### src/sv/rptb_pkg.sv
// ----------------------------------------------------------------------------
// rptb_pkg: shared types and constants of the relay pulse timer bank
// Command codes, register map, reset values and the beat structures that
// pass between the top level, the relay lanes and the output stage.
// ----------------------------------------------------------------------------
`default_nettype none

package rptb_pkg;

  localparam int NUM_RELAYS_DEF  = 8;
  localparam int COUNT_WIDTH_DEF = 16;

  localparam int CFG_WIDTH  = 16;
  localparam int ADDR_WIDTH = 3;
  localparam int DATA_WIDTH = 32;
  localparam int OUT_BITS   = 8;

  localparam logic [CFG_WIDTH-1:0] SHORT_RESET = 16'd250;
  localparam logic [CFG_WIDTH-1:0] LONG_RESET  = 16'd5500;

  typedef enum logic [1:0] {
    ACT_TICK    = 2'd0,
    ACT_SET_ONE = 2'd1,
    ACT_SET_ALL = 2'd2,
    ACT_TOGGLE  = 2'd3
  } action_t;

  // Word index of a register, taken from paddr[2].
  typedef enum logic {
    REG_SHORT_PULSE = 1'b0,
    REG_LONG_PULSE  = 1'b1
  } reg_index_t;

  // Per-lane command, already decoded and gated by the input handshake.
  typedef struct packed {
    logic tick;
    logic set;
    logic toggle;
    logic target;
  } lane_cmd_t;

  typedef struct packed {
    logic [OUT_BITS-1:0] drive;
    logic [OUT_BITS-1:0] status;
    logic                changed;
  } result_t;

endpackage

`default_nettype wire

### src/sv/relay_pulse_timer_bank.sv
// ----------------------------------------------------------------------------
// relay_pulse_timer_bank: bank of relay pulse timers
// Energizes power-button relays for a programmed number of ticks.
// ----------------------------------------------------------------------------
// Usage:
//   The command channel (in_valid, in_stall, action, relay_index, target_on)
//   carries ticks, set-one, set-all and toggle commands. Every accepted beat
//   produces exactly one result beat on the output channel (out_valid,
//   out_stall, relay_drive, relay_status, status_changed) showing the coil
//   and status vectors after that command.
//   All relay lanes update in parallel in the cycle a beat is accepted, so
//   the block takes one beat per cycle while in_stall is low, and each
//   result is registered in the output stage. A two-entry output stage lets one more beat enter
//   while the receiver stalls; in_stall rises only when both entries hold
//   results and falls as soon as the receiver takes one.
//   Pulse lengths are written over the APB port: byte address 0 for the
//   switch-on pulse, byte address 4 for the force-off pulse.
//   Reset clears every relay to off and idle, empties the output stage and
//   restores pulse lengths of 250 and 5500 ticks.
// ----------------------------------------------------------------------------
`default_nettype none

module relay_pulse_timer_bank #(
  parameter int NUM_RELAYS  = rptb_pkg::NUM_RELAYS_DEF,
  parameter int COUNT_WIDTH = rptb_pkg::COUNT_WIDTH_DEF
) (
  input  wire logic                              clk,
  input  wire logic                              rst,
  // APB configuration port
  input  wire logic                              psel,
  input  wire logic                              penable,
  input  wire logic                              pwrite,
  input  wire logic [rptb_pkg::ADDR_WIDTH-1:0]   paddr,
  input  wire logic [rptb_pkg::DATA_WIDTH-1:0]   pwdata,
  output logic      [rptb_pkg::DATA_WIDTH-1:0]   prdata,
  output logic                                   pready,
  // Command channel
  input  wire logic                              in_valid,
  output logic                                   in_stall,
  input  wire logic [1:0]                        action,
  input  wire logic [2:0]                        relay_index,
  input  wire logic                              target_on,
  // Result channel
  output logic                                   out_valid,
  input  wire logic                              out_stall,
  output logic      [rptb_pkg::OUT_BITS-1:0]     relay_drive,
  output logic      [rptb_pkg::OUT_BITS-1:0]     relay_status,
  output logic                                   status_changed
);

  localparam logic [31:0] CountMax = 32'((64'd1 << COUNT_WIDTH) - 64'd1);

  logic [rptb_pkg::CFG_WIDTH-1:0] short_pulse_ticks;
  logic [rptb_pkg::CFG_WIDTH-1:0] long_pulse_ticks;
  logic                           cfg_write;
  rptb_pkg::reg_index_t           reg_index;

  logic [31:0]            short_wide;
  logic [31:0]            long_wide;
  logic [COUNT_WIDTH-1:0] short_count;
  logic [COUNT_WIDTH-1:0] long_count;

  logic                   accept;
  logic                   is_tick;
  logic                   is_set_one;
  logic                   is_set_all;
  logic                   is_toggle;
  logic [NUM_RELAYS-1:0]  coil_next;
  logic [NUM_RELAYS-1:0]  status_next;
  logic [NUM_RELAYS-1:0]  released;

  rptb_pkg::result_t      result;
  rptb_pkg::result_t      out_data;

  // Configuration registers
  assign pready    = 1'b1;
  assign reg_index = rptb_pkg::reg_index_t'(paddr[2]);
  assign cfg_write = psel && penable && pwrite && pready;

  always_ff @(posedge clk) begin
    if (rst) begin
      short_pulse_ticks <= rptb_pkg::SHORT_RESET;
      long_pulse_ticks  <= rptb_pkg::LONG_RESET;
    end else if (cfg_write) begin
      case (reg_index)
        rptb_pkg::REG_SHORT_PULSE: short_pulse_ticks <= pwdata[rptb_pkg::CFG_WIDTH-1:0];
        rptb_pkg::REG_LONG_PULSE:  long_pulse_ticks  <= pwdata[rptb_pkg::CFG_WIDTH-1:0];
        default: ;
      endcase
    end
  end

  always_comb begin
    case (reg_index)
      rptb_pkg::REG_SHORT_PULSE: prdata = 32'(short_pulse_ticks);
      rptb_pkg::REG_LONG_PULSE:  prdata = 32'(long_pulse_ticks);
      default:                   prdata = '0;
    endcase
  end

  // A narrow counter saturates pulse lengths that do not fit.
  assign short_wide  = 32'(short_pulse_ticks);
  assign long_wide   = 32'(long_pulse_ticks);
  assign short_count = COUNT_WIDTH'((short_wide > CountMax) ? CountMax : short_wide);
  assign long_count  = COUNT_WIDTH'((long_wide > CountMax) ? CountMax : long_wide);

  // Command decode
  assign accept     = in_valid && !in_stall;
  assign is_tick    = accept && (action == rptb_pkg::ACT_TICK);
  assign is_set_one = accept && (action == rptb_pkg::ACT_SET_ONE);
  assign is_set_all = accept && (action == rptb_pkg::ACT_SET_ALL);
  assign is_toggle  = accept && (action == rptb_pkg::ACT_TOGGLE);

  for (genvar i = 0; i < NUM_RELAYS; i++) begin : g_lane
    rptb_pkg::lane_cmd_t lane_cmd;
    logic                addressed;

    // An index beyond the bank addresses no lane, so the command drops out.
    assign addressed       = (32'(relay_index) == i);
    assign lane_cmd.tick   = is_tick;
    assign lane_cmd.set    = is_set_all || (is_set_one && addressed);
    assign lane_cmd.toggle = is_toggle && addressed;
    assign lane_cmd.target = target_on;

    rptb_relay_lane #(
      .COUNT_WIDTH (COUNT_WIDTH)
    ) u_lane (
      .clk         (clk),
      .rst         (rst),
      .cmd         (lane_cmd),
      .short_count (short_count),
      .long_count  (long_count),
      .coil_next   (coil_next[i]),
      .status_next (status_next[i]),
      .released    (released[i])
    );
  end

  // Only the first eight relays are visible on the result fields.
  for (genvar i = 0; i < rptb_pkg::OUT_BITS; i++) begin : g_view
    if (i < NUM_RELAYS) begin : g_on
      assign result.drive[i]  = coil_next[i];
      assign result.status[i] = status_next[i];
    end else begin : g_off
      assign result.drive[i]  = 1'b0;
      assign result.status[i] = 1'b0;
    end
  end

  assign result.changed = is_tick && (|released);

  rptb_out_skid u_out (
    .clk       (clk),
    .rst       (rst),
    .push      (accept),
    .push_data (result),
    .full      (in_stall),
    .out_valid (out_valid),
    .out_stall (out_stall),
    .out_data  (out_data)
  );

  assign relay_drive    = out_data.drive;
  assign relay_status   = out_data.status;
  assign status_changed = out_data.changed;

endmodule

`default_nettype wire

### src/sv/rptb_relay_lane.sv
// ----------------------------------------------------------------------------
// rptb_relay_lane: pulse timer of one relay
// Holds the countdown, pending target, recorded status and coil state of a
// single relay, and computes their next values for one command.
// ----------------------------------------------------------------------------
`default_nettype none

module rptb_relay_lane #(
  parameter int COUNT_WIDTH = rptb_pkg::COUNT_WIDTH_DEF
) (
  input  wire logic                   clk,
  input  wire logic                   rst,
  input  wire rptb_pkg::lane_cmd_t    cmd,
  input  wire logic [COUNT_WIDTH-1:0] short_count,
  input  wire logic [COUNT_WIDTH-1:0] long_count,
  output logic                        coil_next,
  output logic                        status_next,
  output logic                        released
);

  logic [COUNT_WIDTH-1:0] count;
  logic [COUNT_WIDTH-1:0] count_next;
  logic                   pending;
  logic                   pending_next;
  logic                   coil;
  logic                   status;
  logic                   start;
  logic                   start_target;

  always_comb begin
    count_next   = count;
    pending_next = pending;
    coil_next    = coil;
    status_next  = status;
    released     = 1'b0;
    start        = 1'b0;
    start_target = 1'b0;

    // A countdown already at zero releases on this tick rather than wrapping.
    if (cmd.tick && coil) begin
      if (count == '0) begin
        coil_next   = 1'b0;
        status_next = pending;
        released    = 1'b1;
      end else begin
        count_next = count - COUNT_WIDTH'(1);
      end
    end

    if (cmd.set && (status != cmd.target)) begin
      start        = 1'b1;
      start_target = cmd.target;
    end

    if (cmd.toggle) begin
      start        = 1'b1;
      start_target = ~status;
    end

    if (start) begin
      count_next   = start_target ? short_count : long_count;
      pending_next = start_target;
      coil_next    = 1'b1;
    end
  end

  always_ff @(posedge clk) begin
    if (rst) begin
      count   <= '0;
      pending <= 1'b0;
      coil    <= 1'b0;
      status  <= 1'b0;
    end else begin
      count   <= count_next;
      pending <= pending_next;
      coil    <= coil_next;
      status  <= status_next;
    end
  end

endmodule

`default_nettype wire

### src/sv/rptb_out_skid.sv
// ----------------------------------------------------------------------------
// rptb_out_skid: two-entry output stage
// An output register backed by a skid register, so that one result beat can
// be taken in while the receiver stalls the beat in front of it.
// ----------------------------------------------------------------------------
`default_nettype none

module rptb_out_skid (
  input  wire logic              clk,
  input  wire logic              rst,
  input  wire logic              push,
  input  wire rptb_pkg::result_t push_data,
  output logic                   full,
  output logic                   out_valid,
  input  wire logic              out_stall,
  output rptb_pkg::result_t      out_data
);

  rptb_pkg::result_t skid_data;
  logic              skid_valid;
  logic              out_free;

  // The output register can take a new beat when it is empty or being read.
  assign out_free = !out_valid || !out_stall;
  assign full     = skid_valid;

  always_ff @(posedge clk) begin
    if (rst) begin
      out_valid  <= 1'b0;
      skid_valid <= 1'b0;
    end else begin
      if (out_free) begin
        out_valid  <= skid_valid || push;
        skid_valid <= 1'b0;
      end else if (push) begin
        skid_valid <= 1'b1;
      end
    end
  end

  always_ff @(posedge clk) begin
    if (out_free) begin
      out_data <= skid_valid ? skid_data : push_data;
    end
    if (!out_free && push) begin
      skid_data <= push_data;
    end
  end

endmodule

`default_nettype wire

### config.mk
export PLATFORM = sky130hd
export DESIGN_NAME = relay_pulse_timer_bank
export DESIGN_NICKNAME = d
export VERILOG_FILES = /design/src/sv/rptb_pkg.sv /design/src/sv/relay_pulse_timer_bank.sv /design/src/sv/rptb_relay_lane.sv /design/src/sv/rptb_out_skid.sv
export SDC_FILE = /design/constraint.sdc
export NUM_CORES = 1
export LEC_CHECK = 0
export BUFFER_PORTS_ARGS = -buffer_cell sky130_fd_sc_hd__buf_2
export CAP_MARGIN = 25
export CORE_ASPECT_RATIO = 2
export CORE_MARGIN = 2
export CORE_UTILIZATION = 49
export CTS_CLUSTER_SIZE = 14
export DETAILED_ROUTE_END_ITERATION = 10
export PLACE_DENSITY = 0.7
export SLEW_MARGIN = 25
export SYNTH_ARGS = -nofsm -noshare
export SYNTH_HDL_FRONTEND = slang
export SYNTH_SLANG_ARGS = --single-unit
export TNS_END_PERCENT = 30
### constraint.sdc
create_clock -name clk -period 2.88 [get_ports clk]
set_clock_uncertainty 0.1 [all_clocks]
set_input_delay 0.72 -clock clk [delete_from_list [all_inputs] [get_ports clk]]
set_output_delay 0.72 -clock clk [all_outputs]
set_load 0.005 [all_outputs]
[After elaboration in Yosys (flattened, before gate mapping)]
Cells that the tools add are included.
Word-level totals
  bits in registers: 220
  input port bits: 48
  output and inout bits: 52
  logic and storage cells: 296
Operators by class
  $add $sub $neg: 8
  magnitude comparators: 2
  eq/ne operators: 26
  mux-type cells: 124
  bitwise operators: 9
  reductions and logical operators: 85
Operators with widths (number)
  2-to-1 mux 16 bit: 34
  logical NOT 16 bit: 8
  subtractor 16 x 1 -> 16 bit, second input constant: 8
  2-to-1 mux 1 bit: 88
  case mux 32 bit (2 select lines): 1
  logical AND 1 bit: 41
  > comparator 16 bit, second input constant: 2
  AND reduction 2 bit: 10
  2-to-1 mux 17 bit: 1
  inequality test 2 x 1 -> 1 bit, second input constant: 8
  nonzero test 2 bit: 8
  == test 3 bit, second input constant: 4
  logical OR 1 bit: 10
  NOT 1 bit: 9
  inequality test 1 bit: 8
  OR reduction 8 bit: 1
  == test 3 x 2 -> 1 bit, second input constant: 2
  == test 2 bit, second input constant: 2
  logical NOT 1 bit: 4
  == test 3 x 1 -> 1 bit, second input constant: 1
  logical NOT 3 bit: 1
  == test 2 x 1 -> 1 bit, second input constant: 1
  logical NOT 2 bit: 1
  OR reduction 2 bit: 1

[Longest topological paths before layout]
Gate-level depths: netlist of run 1.
  depth in word-level cells: 10
  gate-level depth with buffers: 9
  gate-level depth less buffers: 7

[Cells and area by module]
Synthesis of run 1 repeated with hierarchy kept, for this count alone.
Second synthesis, totals
  cell total of the unflattened synthesis: 1513
  area total of the unflattened synthesis: 13600.5 um2
By module, submodules not included
  rptb_relay_lane: times used 8, cells an instance 156, area an instance 1295.0 um2, sequential area each 380.4 um2
  relay_pulse_timer_bank: times used 1, cells an instance 205, area an instance 1899.3 um2, sequential area each 640.6 um2
  rptb_out_skid: times used 1, cells an instance 60, area an instance 1341.3 um2, sequential area each 1061.0 um2

[Worst setup path before layout of run 1]
OpenSTA, ideal clock, no wires.
  path type: input to register
  start: input action[1]
  end: register u_out.out_data[1] (netlist name)
  arrival: 2.601 ns
  data required time: 2.520 ns
  setup slack: -0.081 ns
  stages: 6
  path buffers: 1
  cell sequence: or4b_4 > or4_1 > buf_2 > nor2_1 > mux2_2 > mux2_2
Between the ends
  cells in the longest elaborated chain, start to end: 5
Ends and longest elaborated chain
  from (decl): RTL line relay_pulse_timer_bank.sv:40  | input wire logic [1:0] action,
  logical NOT 2 bit: RTL line relay_pulse_timer_bank.sv:109  | assign is_tick = accept && (action == rptb_pkg::ACT_TICK);
  logical AND 1 bit: RTL line relay_pulse_timer_bank.sv:109
  logical AND 1 bit: RTL line rptb_relay_lane.sv:40  | if (cmd.tick && coil) begin
  2-to-1 mux 1 bit: RTL line rptb_relay_lane.sv:40
  via g_lane[0].u_lane.status_next: RTL line rptb_relay_lane.sv:17  | output logic status_next,
  2-to-1 mux 17 bit: RTL line rptb_out_skid.sv:43  | out_data <= skid_valid ? skid_data : push_data;
The timed path passes the listed nets, and every way through them passes these cells.
A chain may end at the register's enable or synchronous reset.

[Worst setup path after layout of run 1]
  start: register u_out.skid_valid (netlist: u_out.full)
  end: register g_lane[2].u_lane.count[14]
Between the ends
  cells in the longest elaborated chain, start to end: 10
Ends and longest elaborated chain
  from (decl): RTL line rptb_out_skid.sv:20  | logic skid_valid;
  from (signal assigned): RTL line rptb_out_skid.sv:30  | skid_valid <= 1'b0;
  from (signal assigned): RTL line rptb_out_skid.sv:34  | skid_valid <= 1'b0;
  from (signal assigned): RTL line rptb_out_skid.sv:36  | skid_valid <= 1'b1;
  logical NOT 1 bit *: RTL line relay_pulse_timer_bank.sv:108  | assign accept = in_valid && !in_stall;
  logical AND 1 bit *: RTL line relay_pulse_timer_bank.sv:108
  logical AND 1 bit: RTL line relay_pulse_timer_bank.sv:110  | assign is_set_one = accept && (action == rptb_pkg::ACT_SET_ONE);
  logical AND 1 bit: RTL line relay_pulse_timer_bank.sv:121  | assign lane_cmd.set = is_set_all || (is_set_one && addressed);
  logical OR 1 bit: RTL line relay_pulse_timer_bank.sv:121
  logical AND 1 bit: RTL line rptb_relay_lane.sv:50  | if (cmd.set && (status != cmd.target)) begin
  2-to-1 mux 1 bit: RTL line rptb_relay_lane.sv:50
  2-to-1 mux 1 bit: RTL line rptb_relay_lane.sv:55  | if (cmd.toggle) begin
  inequality test 2 x 1 -> 1 bit (no source line), or another cell as far along
  AND reduction 2 bit (no source line) / 2-to-1 mux 16 bit (equally long branches)
  to (signal assigned): RTL line rptb_relay_lane.sv:74  | count <= count_next;
  to (decl): RTL line rptb_relay_lane.sv:21  | logic [COUNT_WIDTH-1:0] count;
Every way passes the cells marked *; elsewhere a longest branch is shown, timed or not.

==> results of run 1 <==
worst paths after layout:
path | from | to | slack [ps] | depth (start not counted)
setup / recovery | u_out.full$_SDFFE_PP0P_ | g_lane[2].u_lane.count[14]$_SDFFE_PP0P_ | 210 | 6
hold reg to reg | g_lane[4].u_lane.pending$_SDFFE_PP0N_ | g_lane[4].u_lane.pending$_SDFFE_PP0N_ | 380 | 2
setup reg to reg | u_out.full$_SDFFE_PP0P_ | g_lane[2].u_lane.count[14]$_SDFFE_PP0P_ | 210 | 6
hold / removal | pwdata[5] | short_pulse_ticks[5]$_SDFFE_PP1P_ | 340 | 3
metrics by stage:
stage	util, %	setup TNS [ps]	power, mW	worst slack [ps]	hold slack, ps
finish	58.2	0	7.71	208	335
global route	58.2	0	7.97	44.0	338
CTS	58.2	0	7.71	221	324
detailed placement	55.2	-3160	4.64	-279	367
global placement	55.2	-2390	4.61	-276	360
floorplan	-	-9.66	4.20	-6.38	347
sequential cells by signal (all words and copies together), names as in the netlist:
name                   count
long_pulse_ticks          16
u_out.full                 1
g_lane.u_lane.pending      8
u_out.out_valid            1
g_lane.u_lane.status       8
g_lane.u_lane.count      128
u_out.skid_data           17
u_out.out_data            17
short_pulse_ticks         16
g_lane.u_lane.coil         8
cell families (layout without fill, tap and decap cells):
| family | Yosys count | in the layout | synth area share, % |
|---|---|---|---|
| buf+inv | 170 | 308 | 6.05 |
| simple gates | 507 | 507 | 21.6 |
| xor+xnor | 89 | 89 | 6.05 |
| mux | 171 | 171 | 13.7 |
| flops | 220 | 220 | 36.8 |
| compound gates | 286 | 286 | 14.9 |
| other cells | 2 | 18 | 0.0583 |
| fa+ha+maj | 8 | 8 | 0.777 |
critical path: cells and delay by family (launching register included):
kind	cells	cell delay, ps
AND/OR/NAND/NOR	2	1270
buffers and inverters	1	220
AO/OA/AOI/OAI	3	610
flip-flops	1	360
power by group:
part / switching (mW) / total [mW] / internal [mW]
clock: 1.26 / 3.10 / 1.84
sequential: 0.0950 / 3.33 / 3.23
combinational: 0.763 / 1.28 / 0.514
cell type report:
| class | count | area share [%] |
|---|---|---|
| clock buffer | 32 | 4.29 |
| multi-input combinational | 1078 | 49.0 |
| timing repair buffer | 224 | 10.7 |
| tap | 344 | 2.84 |
| clock inverter | 8 | 0.800 |
| sequential | 220 | 31.3 |
| inverter | 44 | 1.09 |
| antenna | 1 | 0.0165 |
placed cells by master (no fill, tap or decap), drive strengths merged, types with 24 or more instances in the layout:
cell	count
inv	45
nand3	39
xnor2	64
mux2	44
dfxtp	186
nor4	52
o21ai	24
mux2i	127
nand4	28
o22ai	95
nand2	121
buf	224
xor2	25
clkbuf	32
edfxtp	34
nor3	61
a21oi	68
nor2	68
routing by layer:
layer / wire length, um / up-vias / global-route usage (%)
met1: 16000 / 5793 / 35.7
li1: - / 5640 / -
met3: 3380 / 125 / 4.66
met2: 19400 / 537 / 49.2
met5: 0 / - / 0
met4: 2320 / 0 / 16.0
==> results.yml, run 1 <==
yosys:
  async_flop_share_pct: 0
  synth-edff-count: 34
  yosys-top-cells-area: "dfxtp_1, mux2i_1, edfxtp_1"
  synth-seq-cells: 220
  syn_inst: 1453
  syn_area_um2: 12900
  yosysMostFrequentCell: "dfxtp_1"
  ys_seq_area_share_pct: 36.8
  yosys.area.top_type: "dfxtp_1"
  synth_area_per_cell_um2: 8.87
  ys.flop_type: "dfxtp_1"
  synth_top_area_share_pct: 28.9
  yosysUniqueCellTypes: 80
  synthTopCellsByCount: "dfxtp_1, mux2i_1, nand2_1, o22ai_1, clkbuf_1"
  synth_warnings: 0
pwr:
  p_leak_nw: 5.77
  power_density_nw_per_um2: 508
  max-vdd-ir-drop_mv: 0.423
place:
  dp.cells: 1909
  gp_congestion: 0.949
  portBuffers: 64
  dpl.hpwl_mm: 29.1
  placed_cell_area_um2: 14400
setup_path:
  crit_chain: "or4b_4 > buf_4 > or4_1 > o41ai_1 > o311a_1 > a211oi_1"
  crit_arrival_ps: 2970
  critPathMaxStageDelay_ps: 660
  path_max_fanout: 6
  worstPathRequired_ps: 3170
  crit_type: "reg -> reg"
  worstSetupStartpointType: "register"
  crit_slowest_cell: "or4b_4"
  endpoint_kind: "register"
grt:
  grt_max_degree: 28
  grt_first_pass_wirelength_mm: 64.4
  grt_pass1_vias: 11778
  antenna_found_initial: 1
  grtUsageTotal_pct: 29.3
  grt_overflow_total: 0
drt:
  ant_nets: 0
  viasPerCell: 6.20
  drc: 0
  vias: 12095
  drt_first_pass_iters: 5
  routedWlPerCell_um: 21.1
  wirelength_mm: 41.1
  drt_iter0_drc: 960
floorplan:
  row_count: 84
  die_h_um: 233
  die_w_um: 119
  core_area_um2: 26100
  top_level_ports: 100
  fp.dieArea_um2: 27700
  start_util_pct: 49.4
sta:
  setup_viol: 0
  period_share_pct: 92.8
  fmax_ghz: 0.374
  finalHoldViolations: 0
  relSlewSlack_pct: 47.7
  min_period_ps: 2670
  slew_violations: 0
  rsz0062_at_grt: "false"
  worst_slew_pin_slew_ps: 777
clock_network:
  postCtsSetupBuffers: 0
  ctsHoldBuffers: 0
  ctsResizeCount: 0
  clock_latency_ps: 520
  numCtsBuffers: 22
  cts_tree: "done"
  cts_buffer_depth: 3
  cts.sinks: 220
  cts.htree.levels: 1
  clockRootBuffer: "clkbuf_16"
  clk_pin_slew_ps: 60
outcome:
  status: "completed"
hold_path:
  hold_class: "in -> reg"
final_layout:
  nFillCells: 2355
  nets: 1646
  area_growth_pct: 17.8
  drive_gt1_share_pct: 21.5
  multi_input_area_um2: 7440
  instances_no_fill: 1951
  final_area_um2: 15200
  seqCellArea_um2: 4740
job:
  maxCapViolCount: 0
Power figures use the tool's default switching activity.
==> run 2: changes to the inputs <==
CTS_BUF_LIST = sky130_fd_sc_hd__clkbuf_4   (was unset)
==> run 2 against run 1 <==
  * Critical path depth did not move
  * Die area did not move
  * Clock-buffer cell count rose by 39
  * Total power fell by 7.3%
  * Largest power group unchanged
  * Final cell count rose by 2.8%
  * Non-clock buffer count fell by 1
  * Sequential share of layout area rose by 0.25 points
  * Register-to-register slack barely moved
==> results.yml, run 2 (same netlist as run 1, synthesis figures left out) <==
outcome:
  status: "completed"
setup_path:
  ff2ff_setup_slack_ps: 220
  worstSetupStartpointType: "register"
  worstReg2RegEnd: "g_lane[2].u_lane.count[14]$_SDFFE_PP0P_"
  endpoint_kind: "register"
  reg2regPathDepth: 6
  r2r_start: "u_out.full$_SDFFE_PP0P_"
  worstPathRequired_ps: 3350
  crit_arrival_ps: 3130
  crit_type: "reg -> reg"
  path_max_fanout: 6
grt:
  grt_pass1_vias: 12029
  antenna_found_initial: 2
  grt_overflow_total: 0
  grt_first_pass_wirelength_mm: 64.5
  grtUsageTotal_pct: 29.5
  grt_max_degree: 28
drt:
  routedWlPerCell_um: 20.6
  drt_first_pass_iters: 5
  vias: 12311
  drc: 0
  ant_nets: 0
  wirelength_mm: 41.2
  drt_iter0_drc: 882
  viasPerCell: 6.14
final_layout:
  fin_util_pct: 57.8
  layout_common_cells: "dfxtp_1, buf_4, mux2i_1"
  final_area_um2: 15100
  drive_gt1_share_pct: 23.4
  nets: 1674
  layout_commonest_cell: "dfxtp_1"
  largest-register: "g_lane.u_lane.count"
  largestRegisters: "g_lane.u_lane.count: 128 flops, u_out.out_data: 17 flops, u_out.skid_data: 17 flops"
  instances_no_fill: 2005
  largest_reg_flops: 128
  area_growth_pct: 16.9
floorplan:
  die_w_um: 119
  top_level_ports: 100
  row_count: 84
  die_h_um: 233
  core_area_um2: 26100
  start_util_pct: 49.4
  fp.dieArea_um2: 27700
clock_network:
  clk_pin_slew_ps: 80
  postCtsSetupBuffers: 0
  ctsResizeCount: 0
  cts_tree: "done"
  numCtsBuffers: 51
  cts.sinks: 220
  clock_latency_ps: 730
  clockRootBuffer: "clkbuf_4"
  cts.htree.levels: 2
  ctsHoldBuffers: 0
  cts_buffer_depth: 3
sta:
  rsz0062_at_grt: "false"
  finalHoldViolations: 0
  worst_slew_pin_slew_ps: 789
  period_share_pct: 92.5
  setup_viol: 0
  min_period_ps: 2660
  relSlewSlack_pct: 46.9
  fmax_ghz: 0.376
  slew_violations: 0
place:
  portBuffers: 64
  placed_cell_area_um2: 14400
  dpl.hpwl_mm: 29.1
  dp.cells: 1909
  gp_congestion: 0.949
pwr:
  max-vdd-ir-drop_mv: 0.393
  power_density_nw_per_um2: 475
  p_leak_nw: 5.78
job:
  maxCapViolCount: 0
hold_path:
  hold_start: "pwdata[4]"
  hold_class: "in -> reg"
  whs_endpoint: "short_pulse_ticks[4]$_SDFFE_PP1P_"
  hold_depth: 3
-- run 2: changes by cell type in the layout (fill, tap and decap cells not counted), sizes merged --
cell / before / now
bufinv: 3 / 1
clkbuf: 32 / 71
buf: 224 / 223
clkinv: 3 / 22
clkinvlp: 1 / 0
-- run 2: worst max-delay path by stage --
stage                                                    endpoint  slack, ps  cells past startpoint                    start
after floorplan                       u_out.out_data[1]$_DFFE_PP_         -6                      6                action[1]
after global placement                u_out.out_data[7]$_DFFE_PP_       -280                      9                action[1]
after detailed placement              u_out.out_data[7]$_DFFE_PP_       -280                      9                action[1]
after CTS                 g_lane[0].u_lane.count[13]$_SDFFE_PP0P_        220                      7  u_out.full$_SDFFE_PP0P_
after global routing      g_lane[2].u_lane.count[14]$_SDFFE_PP0P_         70                      6  u_out.full$_SDFFE_PP0P_
final                     g_lane[2].u_lane.count[14]$_SDFFE_PP0P_        220                      6  u_out.full$_SDFFE_PP0P_
-- run 2: layer usage --
metal | GRT usage (%) | routed length, um | vias to the layer above
met5 | 0 | 12 | -
met4 | 17.0 | 2400 | 2
met3 | 5.76 | 3460 | 155
met2 | 48.8 | 19300 | 566
met1 | 35.5 | 16000 | 5853
li1 | - | - | 5735
-- run 2: per-stage QoR --
step / setup TNS (ps) / hold slack [ps] / worst slack, ps / total power [mW]
after floorplan: -9.66 / 347 / -6.38 / 4.20
after global placement: -2390 / 360 / -276 / 4.61
after detailed placement: -3160 / 367 / -279 / 4.64
after CTS: 0 / 110 / 220 / 7.18
after global routing: 0 / 132 / 67.4 / 7.46
final: 0 / 153 / 217 / 7.15
-- run 2: cell type report --
cell class | instances | area, um2
fill | 2395 | 11000
multi-input combinational | 1078 | 7440
sequential | 220 | 4740
timing repair buffer | 223 | 1610
clock buffer | 71 | 533
tap | 344 | 430
inverter | 44 | 165
clock inverter | 24 | 124
antenna | 1 | 2.50
-- run 2: power breakdown --
group	internal [mW]	switching [mW]	total, mW
Sequential	3.23	0.0949	3.33
Clock	1.24	1.30	2.54
Combinational	0.514	0.762	1.28
-- run 2: critical path, stage by stage (launching register included) --
cell and delay (ps):
dfxtp_1 360, or4b_4 660, buf_4 210, or4_1 610, o41ai_1 330, o311a_1 230, a211oi_1 50
